`src/hw/rtl/hic_pkg.sv`:
```
// ----------------------------------------------------------------------------
// hic_pkg
// Shared types, constants and the micro-sequence for the homography inlier
// check.
// ----------------------------------------------------------------------------
`default_nettype none

package hic_pkg;

  // Sizes and scaling.
  localparam int MAX_POINTS = 4096;
  localparam int TOL_Q4     = 48;
  localparam int TALLY_CAP  = (MAX_POINTS < 8191) ? MAX_POINTS : 8191;
  localparam int COEF_W     = 48;
  localparam int PT_W       = 16;
  localparam int TALLY_W    = 13;
  localparam int IDX_W      = 8;
  localparam int NUM_COEF   = 8;
  localparam int LIMB_W     = 32;
  localparam int MAG_W      = 96;
  localparam int ACC_W      = 192;
  localparam int PC_W       = 7;
  localparam logic [PC_W-1:0] UC_LAST = 7'd72;

  // Configuration register indexes.
  typedef enum logic [IDX_W-1:0] {
    REG_H00 = 8'd0, REG_H01 = 8'd1, REG_H02 = 8'd2, REG_H10 = 8'd3,
    REG_H11 = 8'd4, REG_H12 = 8'd5, REG_H20 = 8'd6, REG_H21 = 8'd7
  } reg_idx_t;

  // Operand sources of the shared multiplier.
  typedef enum logic [4:0] {
    SRC_ZERO, SRC_H00, SRC_H01, SRC_H02, SRC_H10, SRC_H11, SRC_H12,
    SRC_H20, SRC_H21, SRC_SX, SRC_SY, SRC_DX, SRC_DY, SRC_K16, SRC_KTOL,
    SRC_U, SRC_V, SRC_W, SRC_EX, SRC_EY, SRC_TW
  } src_t;

  localparam int SRC_COUNT = 21;

  // Accumulator operations.
  typedef enum logic [2:0] {
    OP_NOP, OP_CLR, OP_CLR_ONE, OP_MAC, OP_STORE, OP_FIN
  } op_t;

  // One datapath command. For a store, field a names the destination.
  typedef struct packed {
    op_t        op;
    src_t       a;
    logic [1:0] al;
    src_t       b;
    logic [1:0] bl;
    logic       neg;
  } cmd_t;

  // Controller to datapath.
  typedef struct packed {
    logic load_in;
    cmd_t cmd;
  } ctl_t;

  // Datapath to controller.
  typedef struct packed {
    logic fin;
  } stat_t;

  typedef enum logic [1:0] {
    ST_IDLE, ST_RUN, ST_DRAIN, ST_OUT
  } state_t;

  function automatic cmd_t mk(op_t op, src_t a, logic [1:0] al, src_t b,
                              logic [1:0] bl, logic neg);
    cmd_t c;
    c.op  = op;
    c.a   = a;
    c.al  = al;
    c.b   = b;
    c.bl  = bl;
    c.neg = neg;
    return c;
  endfunction

  // Limb pair of a three by three limb product, in row order.
  function automatic logic [3:0] pair(logic [3:0] k);
    logic [3:0] r;
    case (k)
      4'd0:    r = {2'd0, 2'd0};
      4'd1:    r = {2'd0, 2'd1};
      4'd2:    r = {2'd0, 2'd2};
      4'd3:    r = {2'd1, 2'd0};
      4'd4:    r = {2'd1, 2'd1};
      4'd5:    r = {2'd1, 2'd2};
      4'd6:    r = {2'd2, 2'd0};
      4'd7:    r = {2'd2, 2'd1};
      default: r = {2'd2, 2'd2};
    endcase
    return r;
  endfunction

  // Micro-sequence for one correspondence.
  function automatic cmd_t ucode(logic [PC_W-1:0] pc);
    cmd_t       c;
    logic [3:0] p;
    p = 4'd0;
    c = mk(OP_NOP, SRC_ZERO, 2'd0, SRC_ZERO, 2'd0, 1'b0);
    case (pc)
      // u = h00*sx + h01*sy + h02*16
      7'd0:  c = mk(OP_CLR, SRC_ZERO, 2'd0, SRC_ZERO, 2'd0, 1'b0);
      7'd1:  c = mk(OP_MAC, SRC_H00, 2'd0, SRC_SX, 2'd0, 1'b0);
      7'd2:  c = mk(OP_MAC, SRC_H00, 2'd1, SRC_SX, 2'd0, 1'b0);
      7'd3:  c = mk(OP_MAC, SRC_H01, 2'd0, SRC_SY, 2'd0, 1'b0);
      7'd4:  c = mk(OP_MAC, SRC_H01, 2'd1, SRC_SY, 2'd0, 1'b0);
      7'd5:  c = mk(OP_MAC, SRC_H02, 2'd0, SRC_K16, 2'd0, 1'b0);
      7'd6:  c = mk(OP_MAC, SRC_H02, 2'd1, SRC_K16, 2'd0, 1'b0);
      7'd7:  c = mk(OP_STORE, SRC_U, 2'd0, SRC_ZERO, 2'd0, 1'b0);
      // v = h10*sx + h11*sy + h12*16
      7'd8:  c = mk(OP_CLR, SRC_ZERO, 2'd0, SRC_ZERO, 2'd0, 1'b0);
      7'd9:  c = mk(OP_MAC, SRC_H10, 2'd0, SRC_SX, 2'd0, 1'b0);
      7'd10: c = mk(OP_MAC, SRC_H10, 2'd1, SRC_SX, 2'd0, 1'b0);
      7'd11: c = mk(OP_MAC, SRC_H11, 2'd0, SRC_SY, 2'd0, 1'b0);
      7'd12: c = mk(OP_MAC, SRC_H11, 2'd1, SRC_SY, 2'd0, 1'b0);
      7'd13: c = mk(OP_MAC, SRC_H12, 2'd0, SRC_K16, 2'd0, 1'b0);
      7'd14: c = mk(OP_MAC, SRC_H12, 2'd1, SRC_K16, 2'd0, 1'b0);
      7'd15: c = mk(OP_STORE, SRC_V, 2'd0, SRC_ZERO, 2'd0, 1'b0);
      // w = h20*sx + h21*sy + 1
      7'd16: c = mk(OP_CLR_ONE, SRC_ZERO, 2'd0, SRC_ZERO, 2'd0, 1'b0);
      7'd17: c = mk(OP_MAC, SRC_H20, 2'd0, SRC_SX, 2'd0, 1'b0);
      7'd18: c = mk(OP_MAC, SRC_H20, 2'd1, SRC_SX, 2'd0, 1'b0);
      7'd19: c = mk(OP_MAC, SRC_H21, 2'd0, SRC_SY, 2'd0, 1'b0);
      7'd20: c = mk(OP_MAC, SRC_H21, 2'd1, SRC_SY, 2'd0, 1'b0);
      7'd21: c = mk(OP_STORE, SRC_W, 2'd0, SRC_ZERO, 2'd0, 1'b0);
      // ex = 16u - dx*w
      7'd22: c = mk(OP_CLR, SRC_ZERO, 2'd0, SRC_ZERO, 2'd0, 1'b0);
      7'd23: c = mk(OP_MAC, SRC_U, 2'd0, SRC_K16, 2'd0, 1'b0);
      7'd24: c = mk(OP_MAC, SRC_U, 2'd1, SRC_K16, 2'd0, 1'b0);
      7'd25: c = mk(OP_MAC, SRC_U, 2'd2, SRC_K16, 2'd0, 1'b0);
      7'd26: c = mk(OP_MAC, SRC_DX, 2'd0, SRC_W, 2'd0, 1'b1);
      7'd27: c = mk(OP_MAC, SRC_DX, 2'd0, SRC_W, 2'd1, 1'b1);
      7'd28: c = mk(OP_MAC, SRC_DX, 2'd0, SRC_W, 2'd2, 1'b1);
      7'd29: c = mk(OP_STORE, SRC_EX, 2'd0, SRC_ZERO, 2'd0, 1'b0);
      // ey = 16v - dy*w
      7'd30: c = mk(OP_CLR, SRC_ZERO, 2'd0, SRC_ZERO, 2'd0, 1'b0);
      7'd31: c = mk(OP_MAC, SRC_V, 2'd0, SRC_K16, 2'd0, 1'b0);
      7'd32: c = mk(OP_MAC, SRC_V, 2'd1, SRC_K16, 2'd0, 1'b0);
      7'd33: c = mk(OP_MAC, SRC_V, 2'd2, SRC_K16, 2'd0, 1'b0);
      7'd34: c = mk(OP_MAC, SRC_DY, 2'd0, SRC_W, 2'd0, 1'b1);
      7'd35: c = mk(OP_MAC, SRC_DY, 2'd0, SRC_W, 2'd1, 1'b1);
      7'd36: c = mk(OP_MAC, SRC_DY, 2'd0, SRC_W, 2'd2, 1'b1);
      7'd37: c = mk(OP_STORE, SRC_EY, 2'd0, SRC_ZERO, 2'd0, 1'b0);
      // tw = tol*w
      7'd38: c = mk(OP_CLR, SRC_ZERO, 2'd0, SRC_ZERO, 2'd0, 1'b0);
      7'd39: c = mk(OP_MAC, SRC_W, 2'd0, SRC_KTOL, 2'd0, 1'b0);
      7'd40: c = mk(OP_MAC, SRC_W, 2'd1, SRC_KTOL, 2'd0, 1'b0);
      7'd41: c = mk(OP_MAC, SRC_W, 2'd2, SRC_KTOL, 2'd0, 1'b0);
      7'd42: c = mk(OP_STORE, SRC_TW, 2'd0, SRC_ZERO, 2'd0, 1'b0);
      // Gap so that tw is written back before it is read.
      7'd43: c = mk(OP_NOP, SRC_ZERO, 2'd0, SRC_ZERO, 2'd0, 1'b0);
      7'd44: c = mk(OP_CLR, SRC_ZERO, 2'd0, SRC_ZERO, 2'd0, 1'b0);
      7'd72: c = mk(OP_FIN, SRC_ZERO, 2'd0, SRC_ZERO, 2'd0, 1'b0);
      default: begin
        // tw^2 - ex^2 - ey^2, one limb product a step.
        if (pc >= 7'd45 && pc <= 7'd53) begin
          p = pair(4'(pc - 7'd45));
          c = mk(OP_MAC, SRC_TW, p[3:2], SRC_TW, p[1:0], 1'b0);
        end else if (pc >= 7'd54 && pc <= 7'd62) begin
          p = pair(4'(pc - 7'd54));
          c = mk(OP_MAC, SRC_EX, p[3:2], SRC_EX, p[1:0], 1'b1);
        end else if (pc >= 7'd63 && pc <= 7'd71) begin
          p = pair(4'(pc - 7'd63));
          c = mk(OP_MAC, SRC_EY, p[3:2], SRC_EY, p[1:0], 1'b1);
        end
      end
    endcase
    return c;
  endfunction

endpackage

`default_nettype wire

```
`src/hw/rtl/hic_ctrl.sv`:
```
// ----------------------------------------------------------------------------
// hic_ctrl
// Sequencer: takes a word, steps the micro-sequence through the datapath
// and holds the result word until it is taken.
// ----------------------------------------------------------------------------
`default_nettype none

module hic_ctrl (
  input  wire logic           clk,
  input  wire logic           rst,
  input  wire logic           in_valid,
  output logic                in_ready,
  output logic                out_valid,
  input  wire logic           out_ready,
  output hic_pkg::ctl_t       ctl,
  input  wire hic_pkg::stat_t stat
);

  hic_pkg::state_t        state, state_next;
  logic [hic_pkg::PC_W-1:0] pc, pc_next;

  // State and sequence counter.
  always_ff @(posedge clk) begin
    if (rst) begin
      state <= hic_pkg::ST_IDLE;
      pc    <= '0;
    end else begin
      state <= state_next;
      pc    <= pc_next;
    end
  end

  // Next state and commands.
  always_comb begin
    state_next  = state;
    pc_next     = pc;
    in_ready    = 1'b0;
    out_valid   = 1'b0;
    ctl.load_in = 1'b0;
    ctl.cmd     = hic_pkg::mk(hic_pkg::OP_NOP, hic_pkg::SRC_ZERO, 2'd0,
                              hic_pkg::SRC_ZERO, 2'd0, 1'b0);
    case (state)
      hic_pkg::ST_IDLE: begin
        in_ready = 1'b1;
        pc_next  = '0;
        if (in_valid) begin
          ctl.load_in = 1'b1;
          state_next  = hic_pkg::ST_RUN;
        end
      end
      hic_pkg::ST_RUN: begin
        ctl.cmd = hic_pkg::ucode(pc);
        pc_next = pc + 1'b1;
        if (pc == hic_pkg::UC_LAST) begin
          state_next = hic_pkg::ST_DRAIN;
        end
      end
      hic_pkg::ST_DRAIN: begin
        if (stat.fin) begin
          state_next = hic_pkg::ST_OUT;
        end
      end
      hic_pkg::ST_OUT: begin
        out_valid = 1'b1;
        if (out_ready) begin
          state_next = hic_pkg::ST_IDLE;
        end
      end
      default: state_next = hic_pkg::ST_IDLE;
    endcase
  end

endmodule

`default_nettype wire

```
`config.mk`:
```
export PLATFORM = sky130hd
export DESIGN_NAME = hic_ctrl
export DESIGN_NICKNAME = d
export VERILOG_FILES = /design/src/hw/rtl/hic_pkg.sv /design/src/hw/rtl/hic_ctrl.sv
export SDC_FILE = /design/constraint.sdc
export NUM_CORES = 1
export LEC_CHECK = 0
export BUFFER_PORTS_ARGS = -buffer_cell sky130_fd_sc_hd__buf_2
export CAP_MARGIN = 5
export CELL_PAD_IN_SITES_DETAIL_PLACEMENT = 1
export CELL_PAD_IN_SITES_GLOBAL_PLACEMENT = 1
export CORE_MARGIN = 1
export CORE_UTILIZATION = 38
export CTS_CLUSTER_DIAMETER = 120
export CTS_CLUSTER_SIZE = 8
export DETAILED_ROUTE_END_ITERATION = 6
export PLACE_DENSITY = 0.85
export SYNTH_ARGS = -nofsm -noshare
export SYNTH_HDL_FRONTEND = slang
export SYNTH_SLANG_ARGS = --single-unit
```
`constraint.sdc`:
```
create_clock -name clk -period 3.48 [get_ports clk]
set_clock_uncertainty 0.1 [all_clocks]
set_input_delay 0.696 -clock clk [delete_from_list [all_inputs] [get_ports clk]]
set_output_delay 0.696 -clock clk [all_outputs]
set_load 0.03 [all_outputs]
```
==> results of run 1 <==
how the worst max path moves through the flow:
stage / startpoint / end / depth (start not counted) / slack, ns
2_1_floorplan: pc[0]$_SDFFE_PP0P_ / ctl[0] / 12 / 0.06
3_3_place_gp: pc[0]$_SDFFE_PP0P_ / ctl[9] / 10 / 0.11
3_5_place_dp: pc[0]$_SDFFE_PP0P_ / ctl[9] / 10 / -0.01
4_1_cts: pc[1]$_SDFFE_PP0P_ / ctl[9] / 10 / 0.02
5_1_grt: pc[3]$_SDFFE_PP0P_ / ctl[9] / 8 / -0.07
6_report: pc[3]$_SDFFE_PP0P_ / ctl[9] / 8 / -0.01
flip-flops by register name, indices dropped and copies added (netlist names):
| register | flops |
|---|---|
| pc | 7 |
| state | 2 |
layer usage:
| layer | track usage, % | routed length [um] |
|---|---|---|
| met3 | 3.83 | 340 |
| met5 | 0 | 0 |
| met2 | 53.1 | 4240 |
| met1 | 34.0 | 3630 |
| met4 | 11.5 | 252 |
per-stage QoR:
step | hold slack [ns] | cell area (um2) | instances | power, mW | setup WS (ns)
6_report | 0.465 | 2900 | 422 | 1.33 | -0.00979
3_5_place_dp | 0.466 | 2620 | 412 | 1.07 | -0.0149
3_3_place_gp | 0.455 | 2620 | 412 | 1.03 | 0.113
5_1_grt | 0.501 | 2900 | 422 | 1.41 | -0.0717
2_1_floorplan | 0.418 | 2310 | 313 | 0.822 | 0.0559
4_1_cts | 0.475 | 2830 | 419 | 1.28 | 0.0238
cells in the mapped netlist, drive strengths merged, types with 4 or more instances:
library cell and count:
nand2 32, nor2 32, clkbuf 19, o21ai 18, a21oi 17, ha 15
buf 14, inv 11, mux2i 10, nor2b 10, nor3 10, dfxtp 9
nand3 8, a31oi 7, a211oi 6, and2 5, nand2b 5, nand3b 5
nand4 4, nor3b 4, o211ai 4, o31ai 4
cell families (layout without fill, tap and decap cells):
| family | count (synthesis) | after routing | share of synthesized area (%) |
|---|---|---|---|
| and+or+nand+nor | 130 | 130 | 32.1 |
| AOI/OAI and AO/OA | 97 | 97 | 32.1 |
| buffers and inverters | 44 | 83 | 10.0 |
| adders and majority gates | 15 | 15 | 8.88 |
| muxes | 13 | 13 | 6.33 |
| DFF | 9 | 9 | 8.52 |
| xor gates and xnor gates | 5 | 5 | 2.07 |
power groups by stage:
stage / Sequential (mW) / Combinational, mW / Clock, mW
after floorplan: 0.139 / 0.683 / 0
after global placement: 0.136 / 0.891 / 0
after detailed placement: 0.138 / 0.928 / 0
after CTS: 0.137 / 1.02 / 0.129
after global routing: 0.143 / 1.13 / 0.133
final: 0.140 / 1.06 / 0.125
worst register-to-register path: stages (launching register included):
cell and delay (ns):
dfxtp_1 0.31, buf_4 0.20, nor2_1 0.40, nand4_1 0.27, a222oi_1 0.43, o21ai_0 0.23, a221oi_1 0.31
cell type report:
cell class / count / area [um2] / area share [%]
Sequential cell: 9 / 186 / 6.43
Multi-Input combinational cell: 260 / 2050 / 70.8
Tap cell: 70 / 87.6 / 3.02
Timing Repair Buffer: 68 / 484 / 16.7
Clock buffer: 4 / 45.0 / 1.55
Inverter: 11 / 43.8 / 1.51
repair_timing:
| action | in CTS | in global routing |
|---|---|---|
| pin swaps | 7 | 5 |
| setup endpoints to repair | 18 | 18 |
| hold buffers | 0 | 0 |
| buffers inserted | 3 | 3 |
| cloned | 0 | 0 |
| gates resized for setup | 31 | 12 |
==> out/results.ini, run 1 <==
[outcome]
status=finished, violations left
violations=setup timing

[routing]
drt_first_pass_iters=4
avgViaCountPerCell=6.10
finalWirelength_um=8460
drc=0
wl_per_cell_um=20.1
vias=2573
drtIter0Drc=206
postRouteAntennaNets=0

[sta]
fmax_mhz=287
layout_setup_ws_ns=-0.00979
setup-tns-final_ns=-0.00979
finalCritPeriodShare_pct=100
finalMaxSlewViolations=0
grt_setup_unrepaired=true
setup_violations=1
period_minus_slack_ns=3.49
maxSlewHeadroom_pct=61.1
hold_viol_final=0
worst_slew_pin_slew_ns=0.576

[die]
ioPinCount=26
row_count=26
die_h_um=76.6
dieWidth_um=76.6
core_area_um2=5240
die_area_um2=5870
start_util_pct=40.4

[cts]
cts_tree=done
clk_path_buf_depth=2
clk_pin_slew_worst_paths_ns=0.05
cts_sinks=9
clock-root-buffer=clkbuf_8
clock_latency_ns=0.24
numCtsBuffers=3
htree_num_levels=1

[synth]
ys.flop_type=dfxtp_1
yosysTopAreaCell=ha_1
synth-async-reset-ratio_pct=0
yosys_warnings=0
synth_cells=313
synth_area_um2=2110
ys_ff_latch=9
ys_types=65
ys_top_cells_by_area=ha_1 (8.9%), dfxtp_1 (8.5%), nand2_1 (5.7%)
yosysSeqAreaShare_pct=8.52
postSynthAreaPerCell_um2=6.76
syn-num-nets=333
yosys.area.top_type_share_pct=8.88
synth_edf_count=0

[setup_path]
cpMaxStageDelayCell=dfxtp_1
reg2reg_depth=6
worst-r2r-setup-slack_ns=1.13
cp_top_family=compound AO/OA/AOI/OAI gates
start_kind=flop
r2r_end=state[0]$_SDFFE_PP0P_
path_cells=mux2_2 > a32o_2 > a21oi_4 > nand4_4 > or2_4 > buf_4 > o32ai_4 > buf_6
criticalPathCategory=flop to primary output
critPathCaptureType=primary output
crit_fanout=9
cpPeakStageDelay_ns=0.52
r2r-start=pc[4]$_SDFFE_PP0P_
cp_num_buf_inv=2
worstPathRequired_ns=2.68
crit_arrival_ns=2.69

[power_and_ir_drop]
p_int_uw=610
power.density_nw_per_um2=458
peakVddDrop_mv=0.433
power_leakage_nw=1.17
p_sw_uw=718
clockPowerShare_pct=9.4
p_sw_share_pct=54.0
pwr-share-seq_pct=10.6
comb_power_share_pct=80.0

[grt]
grt_pass1_vias=2658
grt_pass1_wl_um=13600
grt_overflow_total=0
grt_util_all_layers_pct=29.1
antenna_found_initial=0
grt_max_degree=26

[placement]
gp_congestion=0.920
dpl.hpwl_um=6320
portBuffers=25

[final_layout]
fin_nets=373
drive_gt1_share_pct=34.7
fin_util_pct=55.3
mostFrequentLayoutCells=buf_4 (41), nand2_1 (31), nor2_1 (30)
area_growth_pct=37.0
antennaDiodeCount=0
mostFrequentLayoutCell=buf_4
fillers=666

[hold_path]
min_from=state[1]$_SDFFE_PP0P_
hold_depth=2
min_path_type=flop to flop
hold-path-endpoint=state[1]$_SDFFE_PP0P_

[job]
maxCapViolCount=0

Power figures use the tool's default switching activity.
==> run 2, diff against run 1 <==
- CORE_UTILIZATION: 38 -> 39
- PLACE_DENSITY: 0.85 -> 0.84
- clock period: 3.48 -> 3.85 ns (I/O delays scaled with it)
==> out/results.ini, run 2 (synthesized netlist as in run 1, its figures left out) <==
[routing]
vias=2598  ; +0.97%
avgViaCountPerCell=6.37  ; +4.4%
drt_first_pass_iters=4  ; unchanged
wl_per_cell_um=19.0  ; -5.4%
drc=0  ; unchanged
finalWirelength_um=7740  ; -8.5%
postRouteAntennaNets=0  ; unchanged
drtIter0Drc=183  ; -11%

[cts]
clk_pin_slew_worst_paths_ns=0.05  ; about the same
clk_path_buf_depth=2  ; unchanged
cts_sinks=9  ; unchanged
numCtsBuffers=3  ; unchanged
htree_num_levels=1  ; unchanged
post_cts_buffers=0  ; -3
cts_tree=done
clock-root-buffer=clkbuf_8
clock_latency_ns=0.23  ; about the same

[placement]
dpl.hpwl_um=6140  ; -2.7%
pre_cts_ws_ns=0.212  ; +0.227 ns
portBuffers=25  ; unchanged
dpl.cell_count=404  ; -1.9%
gp_congestion=0.950  ; +3.2%

[power_and_ir_drop]
p_int_uw=457  ; -25%
p_sw_share_pct=54.8  ; +0.79 points
pwr-share-seq_pct=12.0  ; +1.4 points
peakVddDrop_mv=0.318  ; -27%
power.density_nw_per_um2=401  ; -12%
power_leakage_nw=1.06  ; -9.2%
p_sw_uw=555  ; -23%
comb_power_share_pct=77.3  ; -2.7 points
clockPowerShare_pct=10.8  ; +1.4 points
power_mw=1.01  ; -24%

[setup_path]
r2r_end=state[0]$_SDFFE_PP0P_
r2r-start=pc[1]$_SDFFE_PP0P_
criticalPathCategory=flop to primary output
crit_end=ctl[10]
critPathCaptureType=primary output
worstPathRequired_ns=2.98  ; +0.30 ns
worst-r2r-setup-slack_ns=1.37  ; +0.24 ns
crit_start=pc[0]$_SDFFE_PP0P_
start_kind=flop
reg2reg_depth=7  ; +1
crit_fanout=16  ; +7
crit_arrival_ns=2.86  ; +0.17 ns

[final_layout]
drive_gt1_share_pct=25.4  ; -9.2 points
regMostFlops=pc
area_growth_pct=19.3
mostFrequentLayoutCells=nand2_1 (32), nor2_1 (31), buf_4 (31)
fin_nets=359  ; -3.8%
final_cells=408  ; -3.3%
largest_reg_flops=7  ; unchanged
mostFrequentLayoutCell=nand2_1
top_regs=pc x7, state x2
fillers=703  ; +5.6%
antennaDiodeCount=0  ; unchanged

[grt]
grt_util_all_layers_pct=27.7  ; -1.4 points
grt_max_degree=25  ; -3.8%
grt_pass1_wl_um=12100  ; -11%
grt_pass1_vias=2466  ; -7.2%
antenna_found_initial=0  ; unchanged
grt_overflow_total=0  ; unchanged

[die]
core_area_um2=5170  ; -1.2%
dieWidth_um=75.6  ; -1.3%
die_area_um2=5720  ; -2.5%
die_h_um=75.6  ; -1.3%
ioPinCount=26  ; unchanged
row_count=26  ; unchanged
start_util_pct=40.9  ; +0.51 points

[sta]
fmax_mhz=268
layout_setup_ws_ns=0.117  ; +0.127 ns
setup_violations=0  ; -1
finalCritPeriodShare_pct=97.0
hold_viol_final=0  ; unchanged
worst_slew_pin_slew_ns=0.584  ; +0.00757 ns
period_minus_slack_ns=3.73
maxSlewHeadroom_pct=61.1  ; about the same
finalMaxSlewViolations=0  ; unchanged

[hold_path]
min_path_type=flop to flop

[outcome]
status=complete, no violations

[job]
maxCapViolCount=0  ; unchanged

-- run 2: cell types whose count changed in the layout (fill, tap and decap cells not counted), moves of 3 or more --
cell	previous run	this run
ha_1	10	13
buf_6	5	0
buf_4	41	31
a21oi_4	3	0
ha_4	3	0
a31oi_4	5	0
a31oi_2	0	5
-- run 2: how the worst min path moves through the flow --
stage / startpoint / to / slack (ns) / cells after the start
6_report: state[1]$_SDFFE_PP0P_ / state[1]$_SDFFE_PP0P_ / 0.50 / 2
5_1_grt: state[0]$_SDFFE_PP0P_ / state[0]$_SDFFE_PP0P_ / 0.55 / 2
4_1_cts: state[0]$_SDFFE_PP0P_ / state[0]$_SDFFE_PP0P_ / 0.50 / 2
3_5_place_dp: state[0]$_SDFFE_PP0P_ / state[0]$_SDFFE_PP0P_ / 0.50 / 2
3_3_place_gp: state[0]$_SDFFE_PP0P_ / state[0]$_SDFFE_PP0P_ / 0.45 / 2
2_1_floorplan: state[1]$_SDFFE_PP0P_ / state[1]$_SDFFE_PP0P_ / 0.42 / 2
-- run 2: layer usage --
| layer | vias up | global-route usage (%) | wire length [um] | share of wire [%] |
|---|---|---|---|---|
| li1 | 1203 | - | - | - |
| met1 | 1286 | 36.8 | 3470 | 45 |
| met2 | 92 | 46.9 | 3770 | 49 |
| met3 | 17 | 2.38 | 370 | 4.8 |
| met4 | 0 | 9.88 | 134 | 1.7 |
| met5 | - | 0 | 0 | 0 |
-- run 2: per-stage QoR --
| stage | instance area [um2] | setup TNS (ns) | utilization (%) | hold slack (ns) |
|---|---|---|---|---|
| 2_1_floorplan | 2170 | -0.392 | - | 0.418 |
| 3_3_place_gp | 2430 | 0 | 47.0 | 0.452 |
| 3_5_place_dp | 2430 | 0 | 47.0 | 0.497 |
| 4_1_cts | 2490 | 0 | 48.1 | 0.503 |
| 5_1_grt | 2520 | -0.00758 | 48.8 | 0.545 |
| 6_report | 2520 | 0 | 48.8 | 0.496 |
-- run 2: critical path: stages (launching register included) --
cell     delay, ns
dfxtp_1       0.30
buf_4         0.19
ha_1          0.31
o31a_1        0.34
o211a_1       0.25
nor3_2        0.16
nand2_1       0.16
o41ai_1       0.47
buf_4         0.20
a41oi_1       0.04
buf_2         0.20
-- run 2: repair_timing --
item | in CTS | in global routing
hold buffers | 0 | 0
setup endpoints to repair | 6 | 17
resized for setup | 2 | 13
gates cloned | 0 | 0
-- run 2: layout make-up --
cell class	instances	area, um2	share of cell area (%)
Inverter	11	41.3	1.64
Sequential cell	9	181	7.19
Tap cell	70	87.6	3.47
Multi-Input combinational cell	260	1820	72.1
Timing Repair Buffer	54	348	13.8
Clock buffer	4	45.0	1.78
-- run 2: power groups by stage --
stage	Sequential, mW	Combinational [mW]	Clock [mW]
5_1_grt	0.123	0.842	0.115
2_1_floorplan	0.124	0.541	0
3_3_place_gp	0.121	0.711	0
3_5_place_dp	0.123	0.742	0
4_1_cts	0.121	0.747	0.111
6_report	0.121	0.782	0.109
==> run 3, diff against run 2 <==
- PLACE_DENSITY: 0.84 -> 0.83
==> out/results.ini, run 3 (synthesized netlist as in run 1, its figures left out) <==
[outcome]
status=complete, no violations

[grt]
grt_max_degree=48  ; +92%
antenna_found_initial=0  ; unchanged
grt_pass1_vias=2371  ; -3.9%
grt_util_all_layers_pct=27.9  ; +0.21 points
grt_overflow_total=0  ; unchanged
grt_pass1_wl_um=12100  ; -0.23%

[setup_path]
cpMaxStageDelayCell=dfxtp_2
crit_start=pc[1]$_SDFFE_PP0P_
reg2reg_depth=6  ; -1
path_cells=inv_1 > ha_1 > buf_4 > nor3b_1 > a31o_2 > a32oi_2 > nand4_2 > or2_4 > buf_4 > a41oi_1 > buf_2
start_kind=flop
cp_num_buf_inv=4  ; +1
worstPathRequired_ns=2.98  ; about the same
crit_end=ctl[11]
r2r_end=state[0]$_SDFFE_PP0P_
crit_path_frequent_cell=buf_4
criticalPathCategory=flop to primary output
r2r-start=pc[3]$_SDFFE_PP0P_
crit_arrival_ns=2.89  ; +0.03 ns
critical_path_depth=11  ; +1
crit_fanout=13  ; -3
worst-r2r-setup-slack_ns=1.55  ; +0.18 ns
cp_top_family=buffers and inverters
cpPeakStageDelay_ns=0.41  ; -0.06 ns
critPathCaptureType=primary output

[sta]
hold_viol_final=0  ; unchanged
fmax_mhz=266  ; -0.71%
setup_violations=0  ; unchanged
period_minus_slack_ns=3.76  ; +0.0267 ns
finalMaxSlewViolations=0  ; unchanged
grt_setup_unrepaired=false
finalCritPeriodShare_pct=97.7  ; +0.69 points
maxSlewHeadroom_pct=52.5  ; -8.6 points
worst_slew_pin_slew_ns=0.705  ; +0.121 ns
hold_slack_ns=0.480  ; -0.0158 ns

[cts]
numCtsBuffers=3  ; unchanged
clk_path_buf_depth=2  ; unchanged
clock_latency_ns=0.23  ; about the same
htree_num_levels=1  ; unchanged
clk_pin_slew_worst_paths_ns=0.04  ; about the same
cts_sinks=9  ; unchanged
clock-root-buffer=clkbuf_8
cts_tree=done

[power_and_ir_drop]
power_leakage_nw=1.05  ; -1.7%
power_uw=989  ; -2.3%
peakVddDrop_mv=0.325  ; +2.2%
power.density_nw_per_um2=392  ; -2.2%

[placement]
gp_congestion=0.943  ; -0.70%
dpl.cell_count=400  ; -0.99%
portBuffers=25  ; unchanged
dpl.hpwl_um=5870  ; -4.4%

[final_layout]
area_growth_pct=19.2
antennaDiodeCount=0  ; unchanged
regMostFlops=pc
largest_reg_flops=7  ; unchanged
mostFrequentLayoutCell=nor2_1
mostFrequentLayoutCells=nor2_1 (32), nand2_1 (31), buf_4 (25)
final_cells=404  ; -0.98%
drive_gt1_share_pct=25.4  ; about the same
fillers=667  ; -5.1%
top_regs=pc x7, state x2
fin_nets=355  ; -1.1%
fin_util_pct=48.7  ; -0.073 points

[routing]
finalWirelength_um=7610  ; -1.7%
wl_per_cell_um=18.8  ; -0.76%
drc=0  ; unchanged
drt_first_pass_iters=4  ; unchanged
avgViaCountPerCell=6.13  ; -3.8%
vias=2475  ; -4.7%
postRouteAntennaNets=0  ; unchanged
drtIter0Drc=244  ; +33%

[job]
maxCapViolCount=0  ; unchanged

[die]
die_area_um2=5720  ; unchanged
row_count=26  ; unchanged
core_area_um2=5170  ; unchanged
die_h_um=75.6  ; unchanged
start_util_pct=40.9  ; unchanged
dieWidth_um=75.6  ; unchanged
ioPinCount=26  ; unchanged

[hold_path]
min_path_type=flop to flop
hold_depth=2  ; unchanged

[run 3: changes by cell type in the layout (fill, tap and decap cells not counted), moves of 2 or more]
cell     previous run  this run
dfxtp_2             1         3
buf_4              31        25
buf_12              0         2
dfxtp_1             8         6
[run 3: report_power, final]
group	switching (mW)	total, mW	internal [mW]	leakage (nW)
Sequential	0.0197	0.129	0.110	0.0745
Clock	0.0383	0.111	0.0722	0.0228
Combinational	0.480	0.749	0.269	0.948
[run 3: stage by stage]
| step | instance area, um2 | setup TNS, ns | worst slack [ns] |
|---|---|---|---|
| 2_1_floorplan | 2170 | -0.392 | -0.162 |
| 4_1_cts | 2500 | 0 | 0.0267 |
| 6_report | 2520 | 0 | 0.0904 |
| 3_5_place_dp | 2430 | 0 | 0.0836 |
| 3_3_place_gp | 2430 | 0 | 0.184 |
| 5_1_grt | 2520 | 0 | 0.00215 |
[run 3: worst min-delay path by stage]
| stage | from | endpoint |
|---|---|---|
| after detailed placement | state[1]$_SDFFE_PP0P_ | state[1]$_SDFFE_PP0P_ |
| after global routing | state[1]$_SDFFE_PP0P_ | state[1]$_SDFFE_PP0P_ |
| after floorplan | state[1]$_SDFFE_PP0P_ | state[1]$_SDFFE_PP0P_ |
| final | state[1]$_SDFFE_PP0P_ | state[1]$_SDFFE_PP0P_ |
| after CTS | state[1]$_SDFFE_PP0P_ | state[1]$_SDFFE_PP0P_ |
| after global placement | state[1]$_SDFFE_PP0P_ | state[1]$_SDFFE_PP0P_ |
[run 3: layer usage]
metal	wire length (um)	global-route usage, %	vias to the layer above
met5	0	0	-
met4	44	6.79	0
met3	380	1.72	8
met2	3720	48.0	81
met1	3470	38.2	1194
li1	-	-	1192
[run 3: repair_timing]
action / CTS / global route
endpoints found under the setup margin: 17 / 17
hold buffers: 0 / 0
gates resized for setup: 6 / 11
gates cloned: 0 / 0
pin swaps: 0 / 1
buffers inserted: 0 / 0
[run 3: layout make-up]
class | instances | area (um2) | area share, %
multi-input cells | 260 | 1820 | 72.2
repair buffers | 50 | 343 | 13.6
flip-flops and latches | 9 | 184 | 7.30
well taps | 70 | 87.6 | 3.48
clock buffers | 4 | 45.0 | 1.79
inverters | 11 | 41.3 | 1.64
[run 3: worst register-to-register path, stage by stage, from the launching register on]
cell and delay, ns:
dfxtp_1 0.40, buf_12 0.25, nor2b_1 0.26, nand4_1 0.23, a222oi_1 0.41, o21ai_0 0.24, a221oi_1 0.32
